==> src/design/rle_pkg.sv <==
// Shared types and constants for the run-length map decoder.
// Used by rle_alu, rle_emitter and rle_map_decoder_unit; depends on nothing.

package rle_pkg;

    localparam int unsigned BYTE_W   = 8;
    localparam int unsigned VALUE_W  = 7;
    localparam int unsigned POS_W    = 16;
    localparam int unsigned LEN_W    = POS_W + 1;
    localparam int unsigned ALU_W    = LEN_W + 1;
    localparam int unsigned INDEX_W  = 8;
    localparam int unsigned COUNT_W  = 9;
    localparam int unsigned VCOUNT_W = 3;
    localparam int unsigned CHUNK    = 4;

    localparam logic [INDEX_W-1:0] MAP_SELECT_RESET = 8'd0;
    localparam logic [POS_W-1:0]   MAP_LENGTH_RESET = 16'd12288;

    // Configuration register indexes.
    localparam logic CFG_MAP_SELECT = 1'b0;
    localparam logic CFG_MAP_LENGTH = 1'b1;

    typedef enum logic [2:0] {
        ST_IDLE,
        ST_ADD,
        ST_CMP,
        ST_CLIP,
        ST_LOAD
    } state_t;

    typedef enum logic {
        ALU_ADD,
        ALU_SUB
    } alu_op_t;

    // Run handed from the sequencer to the chunk emitter.
    typedef struct packed {
        logic [COUNT_W-1:0] count;
        logic [VALUE_W-1:0] value;
        logic               done;
        logic               clipped;
    } emit_cmd_t;

endpackage

==> src/design/rle_alu.sv <==
// Shared add/subtract unit of the run-length map decoder.
// Depends on rle_pkg for widths and the operation type.

module rle_alu
(
    input  rle_pkg::alu_op_t              op,
    input  logic [rle_pkg::LEN_W-1:0]     a,
    input  logic [rle_pkg::LEN_W-1:0]     b,
    output logic [rle_pkg::ALU_W-1:0]     result
);

    logic [rle_pkg::ALU_W-1:0] a_ext;
    logic [rle_pkg::ALU_W-1:0] b_ext;
    logic [rle_pkg::ALU_W-1:0] b_mod;
    logic [rle_pkg::ALU_W-1:0] carry_in;

    assign a_ext = {1'b0, a};
    assign b_ext = {1'b0, b};

    always_comb
    begin
        unique case (op)
            rle_pkg::ALU_ADD:
            begin
                b_mod    = b_ext;
                carry_in = '0;
            end
            rle_pkg::ALU_SUB:
            begin
                b_mod    = ~b_ext;
                carry_in = {{(rle_pkg::ALU_W-1){1'b0}}, 1'b1};
            end
            default:
            begin
                b_mod    = b_ext;
                carry_in = '0;
            end
        endcase
    end

    // For a subtraction the top bit is set exactly when a is below b.
    assign result = a_ext + b_mod + carry_in;

endmodule

==> src/design/rle_emitter.sv <==
// Chunk emitter and output register of the run-length map decoder.
// Splits a run into beats of up to four bytes. Depends on rle_pkg.

module rle_emitter
(
    input  logic                             clk,
    input  logic                             rst_n,
    input  logic                             load,
    input  rle_pkg::emit_cmd_t               cmd,
    output logic                             busy,
    output logic                             out_valid,
    input  logic                             out_stall,
    output logic [rle_pkg::VALUE_W-1:0]      out_byte_a,
    output logic [rle_pkg::VALUE_W-1:0]      out_byte_b,
    output logic [rle_pkg::VALUE_W-1:0]      out_byte_c,
    output logic [rle_pkg::VALUE_W-1:0]      out_byte_d,
    output logic [rle_pkg::VCOUNT_W-1:0]     valid_count,
    output logic                             chunk_last,
    output logic                             map_done,
    output logic                             overrun
);

    localparam logic [rle_pkg::COUNT_W-1:0] CHUNK_CNT = rle_pkg::COUNT_W'(rle_pkg::CHUNK);

    logic [rle_pkg::COUNT_W-1:0]  left_reg;
    logic [rle_pkg::VALUE_W-1:0]  value_reg;
    logic                         done_reg;
    logic                         clipped_reg;

    logic                         out_valid_reg;
    logic [rle_pkg::VALUE_W-1:0]  byte_reg [rle_pkg::CHUNK];
    logic [rle_pkg::VCOUNT_W-1:0] count_reg;
    logic                         last_reg;
    logic                         done_out_reg;
    logic                         overrun_reg;

    logic                         advance;
    logic                         is_last;
    logic [rle_pkg::COUNT_W-1:0]  take;

    assign busy    = (left_reg != '0);
    assign advance = busy && (!out_valid_reg || !out_stall);
    assign is_last = (left_reg <= CHUNK_CNT);
    assign take    = is_last ? left_reg : CHUNK_CNT;

    always_ff @(posedge clk or negedge rst_n)
    begin
        if (!rst_n)
        begin
            left_reg      <= '0;
            out_valid_reg <= 1'b0;
        end
        else
        begin
            if (load)
                left_reg <= cmd.count;
            else if (advance)
                left_reg <= left_reg - take;

            if (advance)
                out_valid_reg <= 1'b1;
            else if (!out_stall)
                out_valid_reg <= 1'b0;
        end
    end

    always_ff @(posedge clk)
    begin
        if (load)
        begin
            value_reg   <= cmd.value;
            done_reg    <= cmd.done;
            clipped_reg <= cmd.clipped;
        end
        if (advance)
        begin
            for (int k = 0; k < rle_pkg::CHUNK; k++)
            begin
                byte_reg[k] <= (rle_pkg::COUNT_W'(k) < take) ? value_reg : '0;
            end
            count_reg    <= take[rle_pkg::VCOUNT_W-1:0];
            last_reg     <= is_last;
            done_out_reg <= is_last && done_reg;
            overrun_reg  <= is_last && clipped_reg;
        end
    end

    assign out_valid   = out_valid_reg;
    assign out_byte_a  = byte_reg[0];
    assign out_byte_b  = byte_reg[1];
    assign out_byte_c  = byte_reg[2];
    assign out_byte_d  = byte_reg[3];
    assign valid_count = count_reg;
    assign chunk_last  = last_reg;
    assign map_done    = done_out_reg;
    assign overrun     = overrun_reg;

endmodule

==> src/design/rle_map_decoder_unit.sv <==
// Top level of the run-length map decoder: sequencer, decoder state and config.
// Depends on rle_pkg, rle_alu and rle_emitter.
//
// Usage: code bytes arrive on the input channel (in_valid, in_stall, code_byte,
// stream_start); stream_start on a beat clears all decoder state before the
// byte is used. Decoded bytes of the selected map leave on the output channel
// (out_valid, out_stall) in beats of up to four bytes; valid_count tells how
// many are used and chunk_last marks the final beat caused by one input byte,
// which also carries map_done and overrun. Registers map_select and map_length are
// written over cfg_valid/cfg_ready with cfg_index/cfg_data; the user must do so only
// while the block is idle, as the block does not enforce it. cfg_ready is always high.
// Steps: a run marker or an ignored byte uses idle alone, a byte of a skipped map
// add and compare, a literal or run count of the selected map add, compare and
// load, with clip before load when the run is clipped and clip then idle when
// nothing of the map is left; the sequencer walks one shared 18-bit adder.
// Beats follow at one per cycle while the receiver does not stall, ceil(n/4)
// beats for n bytes. The next byte is taken while the last beat of a run waits.
// A stalled receiver holds the output register; once the emitter is full the
// sequencer waits in its load step and in_stall stays high.
// Reset clears sequencer state and flags, map_select to 0 and map_length to 12288.

module rle_map_decoder_unit
(
    input  logic                             clk,
    input  logic                             rst_n,
    input  logic                             in_valid,
    output logic                             in_stall,
    input  logic [rle_pkg::BYTE_W-1:0]       code_byte,
    input  logic                             stream_start,
    output logic                             out_valid,
    input  logic                             out_stall,
    output logic [rle_pkg::VALUE_W-1:0]      out_byte_a,
    output logic [rle_pkg::VALUE_W-1:0]      out_byte_b,
    output logic [rle_pkg::VALUE_W-1:0]      out_byte_c,
    output logic [rle_pkg::VALUE_W-1:0]      out_byte_d,
    output logic [rle_pkg::VCOUNT_W-1:0]     valid_count,
    output logic                             chunk_last,
    output logic                             map_done,
    output logic                             overrun,
    input  logic                             cfg_valid,
    output logic                             cfg_ready,
    input  logic                             cfg_index,
    input  logic [rle_pkg::POS_W-1:0]        cfg_data
);

    rle_pkg::state_t               state_reg, state_next;
    logic [rle_pkg::INDEX_W-1:0]   map_select_reg;
    logic [rle_pkg::POS_W-1:0]     map_length_reg;
    logic [rle_pkg::POS_W-1:0]     position_reg, position_next;
    logic [rle_pkg::INDEX_W-1:0]   map_index_reg, map_index_next;
    logic                          pending_reg, pending_next;
    logic [rle_pkg::VALUE_W-1:0]   run_value_reg, run_value_next;
    logic                          finished_reg, finished_next;
    logic [rle_pkg::COUNT_W-1:0]   count_reg, count_next;
    logic [rle_pkg::VALUE_W-1:0]   value_reg, value_next;
    logic [rle_pkg::LEN_W-1:0]     sum_reg, sum_next;
    rle_pkg::emit_cmd_t            cmd_reg, cmd_next;

    rle_pkg::alu_op_t              alu_op;
    logic [rle_pkg::LEN_W-1:0]     alu_a;
    logic [rle_pkg::LEN_W-1:0]     alu_b;
    logic [rle_pkg::ALU_W-1:0]     alu_result;

    logic [rle_pkg::LEN_W-1:0]     len;
    logic                          in_accept;
    logic                          emit_busy;
    logic                          emit_load;
    logic                          diff_ge;
    logic                          diff_gt;
    logic                          fin_eff;
    logic                          pend_eff;

    // A zero length register stands for a full 65536-byte map.
    assign len = (map_length_reg == '0) ? {1'b1, {rle_pkg::POS_W{1'b0}}}
                                        : {1'b0, map_length_reg};

    assign in_stall  = (state_reg != rle_pkg::ST_IDLE);
    assign in_accept = in_valid && !in_stall;
    assign cfg_ready = 1'b1;

    assign diff_ge = !alu_result[rle_pkg::ALU_W-1];
    assign diff_gt = diff_ge && (alu_result[rle_pkg::LEN_W-1:0] != '0);

    assign fin_eff  = stream_start ? 1'b0 : finished_reg;
    assign pend_eff = stream_start ? 1'b0 : pending_reg;

    rle_alu u_alu
    (
        .op     (alu_op),
        .a      (alu_a),
        .b      (alu_b),
        .result (alu_result)
    );

    rle_emitter u_emitter
    (
        .clk         (clk),
        .rst_n       (rst_n),
        .load        (emit_load),
        .cmd         (cmd_reg),
        .busy        (emit_busy),
        .out_valid   (out_valid),
        .out_stall   (out_stall),
        .out_byte_a  (out_byte_a),
        .out_byte_b  (out_byte_b),
        .out_byte_c  (out_byte_c),
        .out_byte_d  (out_byte_d),
        .valid_count (valid_count),
        .chunk_last  (chunk_last),
        .map_done    (map_done),
        .overrun     (overrun)
    );

    always_ff @(posedge clk or negedge rst_n)
    begin
        if (!rst_n)
        begin
            state_reg      <= rle_pkg::ST_IDLE;
            map_select_reg <= rle_pkg::MAP_SELECT_RESET;
            map_length_reg <= rle_pkg::MAP_LENGTH_RESET;
            position_reg   <= '0;
            map_index_reg  <= '0;
            pending_reg    <= 1'b0;
            run_value_reg  <= '0;
            finished_reg   <= 1'b0;
        end
        else
        begin
            state_reg     <= state_next;
            position_reg  <= position_next;
            map_index_reg <= map_index_next;
            pending_reg   <= pending_next;
            run_value_reg <= run_value_next;
            finished_reg  <= finished_next;
            if (cfg_valid && cfg_ready)
            begin
                unique case (cfg_index)
                    rle_pkg::CFG_MAP_SELECT:
                        map_select_reg <= cfg_data[rle_pkg::INDEX_W-1:0];
                    rle_pkg::CFG_MAP_LENGTH:
                        map_length_reg <= cfg_data;
                    default:
                        map_length_reg <= map_length_reg;
                endcase
            end
        end
    end

    always_ff @(posedge clk)
    begin
        count_reg <= count_next;
        value_reg <= value_next;
        sum_reg   <= sum_next;
        cmd_reg   <= cmd_next;
    end

    always_comb
    begin
        state_next     = state_reg;
        position_next  = position_reg;
        map_index_next = map_index_reg;
        pending_next   = pending_reg;
        run_value_next = run_value_reg;
        finished_next  = finished_reg;
        count_next     = count_reg;
        value_next     = value_reg;
        sum_next       = sum_reg;
        cmd_next       = cmd_reg;
        emit_load      = 1'b0;
        alu_op         = rle_pkg::ALU_ADD;
        alu_a          = {1'b0, position_reg};
        alu_b          = {{(rle_pkg::LEN_W-rle_pkg::COUNT_W){1'b0}}, count_reg};

        unique case (state_reg)
            rle_pkg::ST_IDLE:
            begin
                if (in_accept)
                begin
                    if (stream_start)
                    begin
                        position_next  = '0;
                        map_index_next = '0;
                        pending_next   = 1'b0;
                        run_value_next = '0;
                        finished_next  = 1'b0;
                    end
                    if (!fin_eff)
                    begin
                        if (pend_eff)
                        begin
                            pending_next = 1'b0;
                            count_next   = {1'b0, code_byte} + 1'b1;
                            value_next   = stream_start ? '0 : run_value_reg;
                            state_next   = rle_pkg::ST_ADD;
                        end
                        else if (code_byte[rle_pkg::BYTE_W-1])
                        begin
                            run_value_next = code_byte[rle_pkg::VALUE_W-1:0];
                            pending_next   = 1'b1;
                        end
                        else
                        begin
                            count_next = {{(rle_pkg::COUNT_W-1){1'b0}}, 1'b1};
                            value_next = code_byte[rle_pkg::VALUE_W-1:0];
                            state_next = rle_pkg::ST_ADD;
                        end
                    end
                end
            end

            rle_pkg::ST_ADD:
            begin
                sum_next   = alu_result[rle_pkg::LEN_W-1:0];
                state_next = rle_pkg::ST_CMP;
            end

            rle_pkg::ST_CMP:
            begin
                alu_op = rle_pkg::ALU_SUB;
                alu_a  = sum_reg;
                alu_b  = len;
                if (map_index_reg != map_select_reg)
                begin
                    // Skipped map: a run past the end is dropped and the next map starts.
                    if (diff_ge)
                    begin
                        position_next  = '0;
                        map_index_next = map_index_reg + 1'b1;
                    end
                    else
                    begin
                        position_next = sum_reg[rle_pkg::POS_W-1:0];
                    end
                    state_next = rle_pkg::ST_IDLE;
                end
                else if (!diff_gt)
                begin
                    position_next    = sum_reg[rle_pkg::POS_W-1:0];
                    finished_next    = diff_ge;
                    cmd_next.count   = count_reg;
                    cmd_next.value   = value_reg;
                    cmd_next.done    = diff_ge;
                    cmd_next.clipped = 1'b0;
                    state_next       = rle_pkg::ST_LOAD;
                end
                else
                begin
                    state_next = rle_pkg::ST_CLIP;
                end
            end

            rle_pkg::ST_CLIP:
            begin
                alu_op        = rle_pkg::ALU_SUB;
                alu_a         = len;
                alu_b         = {1'b0, position_reg};
                finished_next = 1'b1;
                if (diff_gt)
                begin
                    // The run is cut to what is left of the map.
                    position_next    = len[rle_pkg::POS_W-1:0];
                    cmd_next.count   = alu_result[rle_pkg::COUNT_W-1:0];
                    cmd_next.value   = value_reg;
                    cmd_next.done    = 1'b1;
                    cmd_next.clipped = 1'b1;
                    state_next       = rle_pkg::ST_LOAD;
                end
                else
                begin
                    // Nothing left of the map: it finishes with no beats.
                    state_next = rle_pkg::ST_IDLE;
                end
            end

            rle_pkg::ST_LOAD:
            begin
                if (!emit_busy)
                begin
                    emit_load  = 1'b1;
                    state_next = rle_pkg::ST_IDLE;
                end
            end

            default:
            begin
                state_next = rle_pkg::ST_IDLE;
            end
        endcase
    end

endmodule
==> config.mk <==
export PLATFORM = sky130hd
export DESIGN_NAME = rle_map_decoder_unit
export DESIGN_NICKNAME = d
export VERILOG_FILES = /design/src/design/rle_pkg.sv /design/src/design/rle_alu.sv /design/src/design/rle_emitter.sv /design/src/design/rle_map_decoder_unit.sv
export SDC_FILE = /design/constraint.sdc
export NUM_CORES = 1
export LEC_CHECK = 0
export ABC_AREA = 1
export BUFFER_PORTS_ARGS = -buffer_cell sky130_fd_sc_hd__buf_2
export CORE_MARGIN = 4
export CORE_UTILIZATION = 65
export CTS_CLUSTER_DIAMETER = 200
export CTS_CLUSTER_SIZE = 20
export DETAILED_ROUTE_END_ITERATION = 10
export PLACE_DENSITY = 0.85
export SLEW_MARGIN = 5
export SYNTH_ARGS = -nofsm -noshare
export SYNTH_HDL_FRONTEND = slang
export SYNTH_HIERARCHICAL = 1
export SYNTH_SLANG_ARGS = --single-unit
==> constraint.sdc <==
create_clock -name clk -period 9.1 [get_ports clk]
set_input_delay 0.455 -clock clk [delete_from_list [all_inputs] [get_ports clk]]
set_output_delay 0.455 -clock clk [all_outputs]
set_load 0.01 [all_outputs]
==> impl_metrics.toml <==
[floorplanning]
initial_core_util = 0.6737
row_count = 42
dieWidth_um = 125.9
core_sq_mm = 0.01340
io_pins = 68
dieHeight_um = 125.9
die_area_sq_mm = 0.01584

[status]
status = "complete, no violations"

[worst_setup_path]
cp_common_cell = "nand2_1"
crit_required_ns = 9.16
reg2reg_depth = 22
crit_type = "reg -> reg"
slowest_delay_ns = 0.84
crit_arrival_ns = 5.08
cp-end-kind = "flop"
r2r_start = "state_reg[2]"
worstPathMaxFanout = 35
crit_path_top_delay_cell = "nor2_4"
reg2reg_to = "cmd_reg[17]"
startpoint_type = "flop"
path_cells = "nor2_4 > inv_2 > nand2_1 > nand3_1 > nor2_1 > nor2_2 > fa_1 > nand3_1 > nand2_1 > nand2_1 > nand2_1 > nand2_1 > nand2_1 > nand2_1 > nand2_1 > nor2_1 > nand2_1 > nor2_1 > nand3_1 > nand2_1 > nand4_1 > nand2_1"
ff2ff_setup_slack_ns = 4.08

[synthesis]
synthArstFlopShare = 0.4268
ys_seq_elements = 164
syn_avg_cell_area_sq_um = 8.320
syn_nets = 1136
yosysSeqAreaShare = 0.5070
synthFlopType = "edfxtp_1"
postSynthCellCount = 1085
synth-edff-count = 94
yosysWarnings = 6
netlist_area_sq_mm = 0.009027
yosys.cell_types.count = 47

[timing]
rsz0062_at_grt = "false"
drv_slew = 0
setup_tns_ns = 0
worst_slack_ns = 4.077
setup-violations-final = 0
slew_headroom = 0.1578
worst_pin_slew_ns = 1.262
max_clock_freq_mhz = 199.1
hold_viol_final = 0
min_period_ns = 5.023
final.period_utilization = 0.5520
fin_skew_ns = 0.01160

[placement]
place_ws_ns = 4.167
portBuffers = 66
hpwlAfterDp_um = 14530
gp_congestion = 0.9592

[clock_tree]
clk_pin_slew_ns = 0.07
cts_tree = "built"
clock_latency_ns = 0.43
cts.repair.resized = 0
cts-htree-levels = 4
clockRootBuffer = "clkbuf_16"
cts.path.max_buffers = 2
cts_buffers = 17
cts_setup_buffers = 0
holdBufCountCts = 0
cts_sinks = 164

[global_route]
grt_use_total = 0.2710
overflow = 0
antenna_found_initial = 0
grt_pass1_vias = 6908
grt_pass1_wl_um = 34530
grt_max_degree = 71

[detailed_routing]
initialDrtViolationCount = 741
via_count = 7561
via_per_inst = 5.651
wire_per_inst_um = 15.60
ant_nets = 0
drc = 0
routed_wl_um = 20870
drt_first_pass_iters = 6

[pwr]
p_leak_nw = 4.944
ir_drop_mv = 0.1745
total_power_mw = 3.489
powerDensity_mw_per_mm2 = 345.4

[run]
drv_cap = 0

[layout]
layout_common_cells = "nand2_1, inv_1, nor2_1"
final_core_util = 0.7538
final_common_cell = "nand2_1"
largest_register_ffs = 28
drive_above_1_share = 0.1429
final_nets = 1200
syn2layout_area_growth_pct = 11.89
antenna_cells = 0

[min_path]
hold_class = "in -> async"
final cells by class:
cell class                      instances  area, sq um
Clock inverter                         15        206.4
Timing Repair Buffer                   71        367.9
Clock buffer                           17        425.4
Multi-Input combinational cell        754         3769
Sequential cell                       164         4577
Fill cell                             953         3299
Inverter                              141        535.5
Tap cell                              176        220.2
synthesized netlist by cell type, drive strengths merged, types with 2 or more instances:
master / number / area (sq um)
o211ai: 10 / 75.07
clkbuf: 9 / 33.78
a21oi: 25 / 140.1
nand3b: 3 / 22.52
dfrtp: 68 / 1702
nand4: 9 / 56.30
or2: 2 / 12.52
edfxtp: 94 / 2823
o22ai: 7 / 43.79
ha: 19 / 237.7
dfstp: 2 / 52.55
xor2: 30 / 262.8
o221ai: 3 / 26.28
buf: 17 / 128.9
conb: 2 / 7.510
mux2: 6 / 67.56
o21ai: 66 / 330.3
nand3: 53 / 285.3
nor3: 10 / 55.05
xnor2: 5 / 43.79
inv: 140 / 530.5
nor4: 5 / 31.28
nor2: 126 / 533.0
nand2: 365 / 1450
worst max-delay path: cells and delay by family (launching register included):
kind / cells / cell delay (ns)
buffers and inverters: 1 / 0.32
flip-flops: 1 / 0.51
AND/OR/NAND/NOR: 20 / 3.40
adder cells (fa/ha/maj): 1 / 0.43
worst max-delay path by stage:
stage,from,slack [ns],cells after the start,to
after floorplan,state_reg[2],5.21,21,cmd_reg[0]
after global placement,state_reg[2],4.39,22,cmd_reg[16]
after detailed placement,state_reg[2],4.17,22,cmd_reg[13]
after CTS,state_reg[2],4.16,22,cmd_reg[17]
after global routing,state_reg[2],3.69,22,cmd_reg[16]
final,state_reg[2],4.08,22,cmd_reg[17]
where the power goes:
part | total [mW] | switching (mW) | internal [mW]
sequential | 1.16 | 0.124 | 1.04
clock | 0.755 | 0.333 | 0.422
combinational | 1.57 | 1.08 | 0.490
total | 3.49 | 1.54 | 1.95
layer usage:
layer	wire (um)	track usage
met5	0	0
met4	662	0.1073
met3	1961	0.05250
met2	9645	0.4242
met1	8600	0.3780
cell families (layout without fill, tap and decap cells):
family                     Yosys count  count (layout)  share of synthesized area
AOI/OAI and AO/OA                  117             117                    0.07318
xor gates and xnor gates            35              35                    0.03396
adders and majority gates           20              20                    0.02855
buffers and inverters              167             244                    0.07734
DFF                                164             164                     0.5070
muxes                                6               6                   0.007484
other                                2               2                  0.0008319
and+or+nand+nor                    574             574                     0.2717
stage by stage:
stage | instance area [sq um] | instances | hold WS, ns
after floorplan | 9027 | 1085 | 0.1594
after global placement | 9469 | 1306 | 0.4016
after detailed placement | 9469 | 1306 | 0.4045
after CTS | 10100 | 1338 | 0.2453
after global routing | 10100 | 1338 | 0.2431
final | 10100 | 1338 | 0.2332
(Power assumes the default switching activity.)
